--- src/rtl/bsc_pkg.sv ---
// bsc_pkg: shared types, constants and helpers for the barometric compensation pipeline
// no dependencies
`timescale 1ns / 1ps
package bsc_pkg;

    localparam int unsigned DivStages = 32;   // one quotient bit per stage

    // register indexes on the configuration port
    typedef enum logic [2:0] {
        REG_AC1_AC2 = 3'd0,
        REG_AC3_AC4 = 3'd1,
        REG_AC5_AC6 = 3'd2,
        REG_B1_B2   = 3'd3,
        REG_MC_MD   = 3'd4,
        REG_OSS     = 3'd5
    } t_reg_idx;

    localparam logic [1:0]  OssReset  = 2'd3;
    localparam logic [31:0] Ofs4000   = 32'd4000;
    localparam logic [31:0] Ofs32768  = 32'd32768;
    localparam logic [31:0] K50000    = 32'd50000;
    localparam logic [31:0] K3038     = 32'd3038;
    localparam logic [31:0] K7357     = 32'd7357;
    localparam logic [31:0] K3791     = 32'd3791;

    // calibration set held in configuration
    typedef struct packed {
        logic [31:0] ac1_ac2;
        logic [31:0] ac3_ac4;
        logic [31:0] ac5_ac6;
        logic [31:0] b1_b2;
        logic [31:0] mc_md;
        logic [1:0]  oss;
    } t_cal;

    // sign-extend a half-word
    function automatic logic [31:0] sx16(input logic [15:0] h);
        sx16 = {{16{h[15]}}, h};
    endfunction

    // wrapping 32-bit product
    function automatic logic [31:0] mul32(input logic [31:0] a, input logic [31:0] b);
        logic [63:0] p;
        p = a * b;
        mul32 = p[31:0];
    endfunction

    // arithmetic right shift
    function automatic logic [31:0] asr(input logic [31:0] x, input int unsigned n);
        asr = 32'($signed(x) >>> n);
    endfunction

endpackage

--- src/rtl/bsc_regs.sv ---
// bsc_regs: configuration register file on the apb-style port
// depends on bsc_pkg
`timescale 1ns / 1ps
module bsc_regs import bsc_pkg::*; (
    input  logic        i_clk,
    input  logic        i_rst_n,
    input  logic        psel,
    input  logic        penable,
    input  logic        pwrite,
    input  logic [4:0]  paddr,
    input  logic [31:0] pwdata,
    output logic [31:0] prdata,
    output logic        pready,
    output t_cal        o_cal
);
    t_cal       r_cal;
    logic [2:0] n_idx;

    assign pready = 1'b1;
    assign n_idx  = paddr[4:2];

    // register write on the access cycle
    always_ff @(posedge i_clk) begin
        if (!i_rst_n) begin
            r_cal <= {160'd0, OssReset};
        end else if (psel && penable && pwrite) begin
            unique case (n_idx)
                REG_AC1_AC2: r_cal.ac1_ac2 <= pwdata;
                REG_AC3_AC4: r_cal.ac3_ac4 <= pwdata;
                REG_AC5_AC6: r_cal.ac5_ac6 <= pwdata;
                REG_B1_B2:   r_cal.b1_b2   <= pwdata;
                REG_MC_MD:   r_cal.mc_md   <= pwdata;
                REG_OSS:     r_cal.oss     <= pwdata[1:0];
                default: ;
            endcase
        end
    end

    // read mux
    always_comb begin
        unique case (n_idx)
            REG_AC1_AC2: prdata = r_cal.ac1_ac2;
            REG_AC3_AC4: prdata = r_cal.ac3_ac4;
            REG_AC5_AC6: prdata = r_cal.ac5_ac6;
            REG_B1_B2:   prdata = r_cal.b1_b2;
            REG_MC_MD:   prdata = r_cal.mc_md;
            REG_OSS:     prdata = {30'd0, r_cal.oss};
            default:     prdata = '0;
        endcase
    end

    assign o_cal = r_cal;
endmodule

--- config.mk ---
export PLATFORM = sky130hd
export DESIGN_NAME = bsc_regs
export DESIGN_NICKNAME = d
export VERILOG_FILES = /design/src/rtl/bsc_pkg.sv /design/src/rtl/bsc_regs.sv
export SDC_FILE = /design/constraint.sdc
export NUM_CORES = 1
export LEC_CHECK = 0
export BUFFER_PORTS_ARGS = -buffer_cell sky130_fd_sc_hd__buf_2
export CAP_MARGIN = 5
export CORE_AREA = 4 4 140 142
export DETAILED_ROUTE_END_ITERATION = 8
export DIE_AREA = 0 0 144 146
export SLEW_MARGIN = 20
export SYNTH_ARGS = -nofsm -noshare
export SYNTH_HDL_FRONTEND = slang
export SYNTH_SLANG_ARGS = --single-unit
--- constraint.sdc ---
create_clock -name i_clk -period 3.3 [get_ports i_clk]
set_input_delay 0.495 -clock i_clk [delete_from_list [all_inputs] [get_ports i_clk]]
set_output_delay 0.495 -clock i_clk [all_outputs]
set_load 0.005 [all_outputs]
==> flow_summary_export.csv <==
group,metric,value,unit
run_status,outcome,"finished clean",
timing,fmaxAchievable,0.3715,GHz
pwr,power.share.switching,23.50,%
placed_design,gp_congestion,0.7663,
clock_tree,postCtsSetupRepairBufs,0,
floorplan,die_h,146,microns
finish,fin_nets,993,
finish,layout_common_cells,"buf_2 (232), nand2_1 (195), mux2i_1 (193)",
critical_path,r2r_start,"o_cal[1]",
route,wire_per_inst,18.84,microns
placed_design,dp_hpwl,15220,microns
hold_path,holdCritPathClass,"input port to register",
placed_design,dpl_worst_slack,605.5,ps
critical_path,worstReg2RegEnd,"o_cal[1]",
pwr,ir_worst_vdd,0.3461,mV
route,postRouteAntennaNets,0,
critical_path,cpMostUsedCell,"buf_2",
yosys,yosysSeqAreaShare,44.91,%
critical_path,crit_type,"input port to output pin",
pwr,seq_power_share,45.0,%
finish,seqCellArea,3243,sq um
critical_path,rr_worst_depth,2,
global_route,grt_antenna_before_repair,1,
clock_tree,clock_path_buffers,2,
critical_path,cp_slowest_cell,"nor2b_2",
finish,multi_input_area,3674,sq um
critical_path,cp_max_fo,17,
pwr,netSwitchingPower,1.034,mW
yosys,syn_nets,785,
route,drc_errors,0,
yosys,synth_seq_cells,162,
timing,tns,0,ps
global_route,grt_pass1_vias,6128,
timing,worst_slack,608.4,ps
floorplan,core_area,18460,sq um
global_route,track_usage,21.10,%
route,drt_iter0_markers,235,
clock_tree,cts_sinks,162,
timing,drv_slew,0,
clock_tree,cts_tree,"built",
hold_path,worstHoldStart,"pwdata[0]",
timing,grt_setup_unrepaired,"no",
yosys,synthCells,743,
clock_tree,worst_skew_pair.late_latency,420,ps
hold_path,whs_path_depth,3,
route,vias,6172,
pwr,internal_power,3.367,mW
floorplan,dieArea,21020,sq um
finish,final_common_cell,"buf_2",
placed_design,port_buffers,233,
clock_tree,root_buffer,"clkbuf_16",
critical_path,max_stage_delay,870,ps
timing,setup_viol,0,
route,first_pass_iters,6,
clock_tree,cts_hold_buf,0,
timing,skew,0,ps
global_route,grt_overflow,0,
critical_path,cp.buffers_inverters,2,
clock_tree,cts_buffers,17,
floorplan,ios,237,
pwr,p_leak,3.888,nW
critical_path,r2r_slack,2600,ps
yosys,postSynthAreaPerCell,9.718,sq um
finish,final_core_util,50.12,%
timing,holdWs,404.2,ps
clock_tree,post_cts_resized,0,
finish,drive_above_1_share,32.05,%
critical_path,cp.required,2800,ps
timing,max_slew.worst_pin.slew,1042,ps
critical_path,end_kind,"output pin",
route,wirelength,22580,microns
critical_path,path_cells,"buf_2 > nor2b_2 > a22oi_1 > o22ai_1 > buf_2",
floorplan,start_util,39.13,%
critical_path,start_kind,"input port",
floorplan,rows,50,
clock_tree,cts.reportedPaths.clkPinSlew,60,ps
yosys,syn_area,7221,sq um
hold_path,whs_endpoint,"o_cal[0]",
pwr,p_per_area,475.9,nW/um^2
clock_tree,ctsHtreeMaxLevel,4,
pwr,pwr-share-comb,6.5,%
global_route,grt_pass1_wl,34760,microns
global_route,grt_max_degree,74,
finish,largest_reg_flops,162,
floorplan,die_w,144,microns
finish,area_growth,28.09,%
timing,fin_crit_sh,81.56,%
timing,slew_headroom,30.19,%
yosys,ys_warn_count,0,
pwr,pwr-share-clk,48.5,%
yosys,yosysUniqueCellTypes,27,
critical_path,cp.arrival,2200,ps
route,viasPerCell,5.152,
timing,final_hold_viol_count,0,
finish,n_fill_cell,1802,
critical_path,crit_family,"simple AND/OR/NAND/NOR gates",
run,maxCapViolCount,0,
finish,diodes,0,
timing,period_minus_slack,2692,ps
final cells by class:
type,count,share of cell area [%]
multi-input combinational,516,39.72
sequential,162,35.06
timing repair buffer,252,15.03
clock buffer,18,4.748
tap,234,3.166
clock inverter,14,2.192
inverter,2,0.08117
per-stage QoR:
step	area, sq um	power, mW	instances
floorplan	7221	2.189	743
global placement	8607	2.312	1166
detailed placement	8607	2.312	1166
CTS	9249	4.449	1198
global route	9249	4.553	1198
finish	9249	4.401	1198
Yosys cell counts:
| library cell | number | area, sq um |
|---|---|---|
| o311ai_0 | 2 | 17.52 |
| or2_1 | 1 | 6.260 |
| o21a_1 | 13 | 97.59 |
| o221ai_1 | 5 | 43.79 |
| o2bb2ai_1 | 13 | 113.9 |
| nand2b_1 | 1 | 6.260 |
| o22ai_1 | 14 | 87.58 |
| nor2b_1 | 5 | 31.28 |
| nand3_1 | 3 | 15.01 |
| nor3b_1 | 1 | 7.510 |
| nor2_2 | 4 | 25.02 |
| conb_1 | 1 | 3.750 |
| nor2_1 | 1 | 3.750 |
| mux2_2 | 16 | 180.2 |
| inv_1 | 2 | 7.510 |
| buf_4 | 14 | 105.1 |
| nand2_1 | 195 | 732.0 |
| buf_2 | 14 | 70.07 |
| buf_6 | 3 | 33.78 |
| mux2i_1 | 193 | 1932 |
| dfxtp_1 | 162 | 3243 |
| o21ai_0 | 15 | 75.07 |
| buf_1 | 3 | 11.26 |
| nand4b_4 | 1 | 23.77 |
| a22oi_1 | 31 | 232.7 |
| clkbuf_1 | 29 | 108.9 |
| nand4_1 | 1 | 6.260 |
worst max-delay path by stage:
stage,start,endpoint,slack [ps],cells after the start
6_report,paddr[2],prdata[23],610,5
5_1_grt,paddr[2],prdata[30],540,5
4_1_cts,paddr[2],prdata[23],610,5
3_5_place_dp,paddr[2],prdata[23],610,5
3_3_place_gp,paddr[2],prdata[24],580,5
2_1_floorplan,paddr[4],prdata[11],1330,5
layer usage:
| layer | wire [microns] | vias to the layer above | global-route usage (%) |
|---|---|---|---|
| li1 | - | 2993 | - |
| met4 | 198 | 2 | 4.802 |
| met3 | 1573 | 19 | 6.737 |
| met1 | 10040 | 2967 | 26.91 |
| met2 | 10750 | 191 | 34.73 |
| met5 | 13 | - | 0 |
worst min-delay path, cell delays in order:
cell	delay (ps)
buf_2	110
inv_1	40
o311ai_0	110
cells by family (layout without fill, tap and decap cells):
family                 Yosys count  in the layout  share of synthesized area [%]
buffers and inverters           65            286                          4.661
multiplexers                   209            209                          29.25
AND/OR/NAND/NOR                213            213                          11.87
other                            1              1                        0.05193
flip-flops                     162            162                          44.91
AO/OA/AOI/OAI                   93             93                          9.253
power groups by stage:
stage / clock (mW) / sequential (mW) / combinational [mW]
after floorplan: 0 / 2.02 / 0.164
after global placement: 0 / 2.03 / 0.286
after detailed placement: 0 / 2.03 / 0.287
after CTS: 2.18 / 1.98 / 0.288
after global routing: 2.26 / 1.98 / 0.310
final: 2.14 / 1.98 / 0.284
Note: power is estimated with default switching activity, not from simulation.
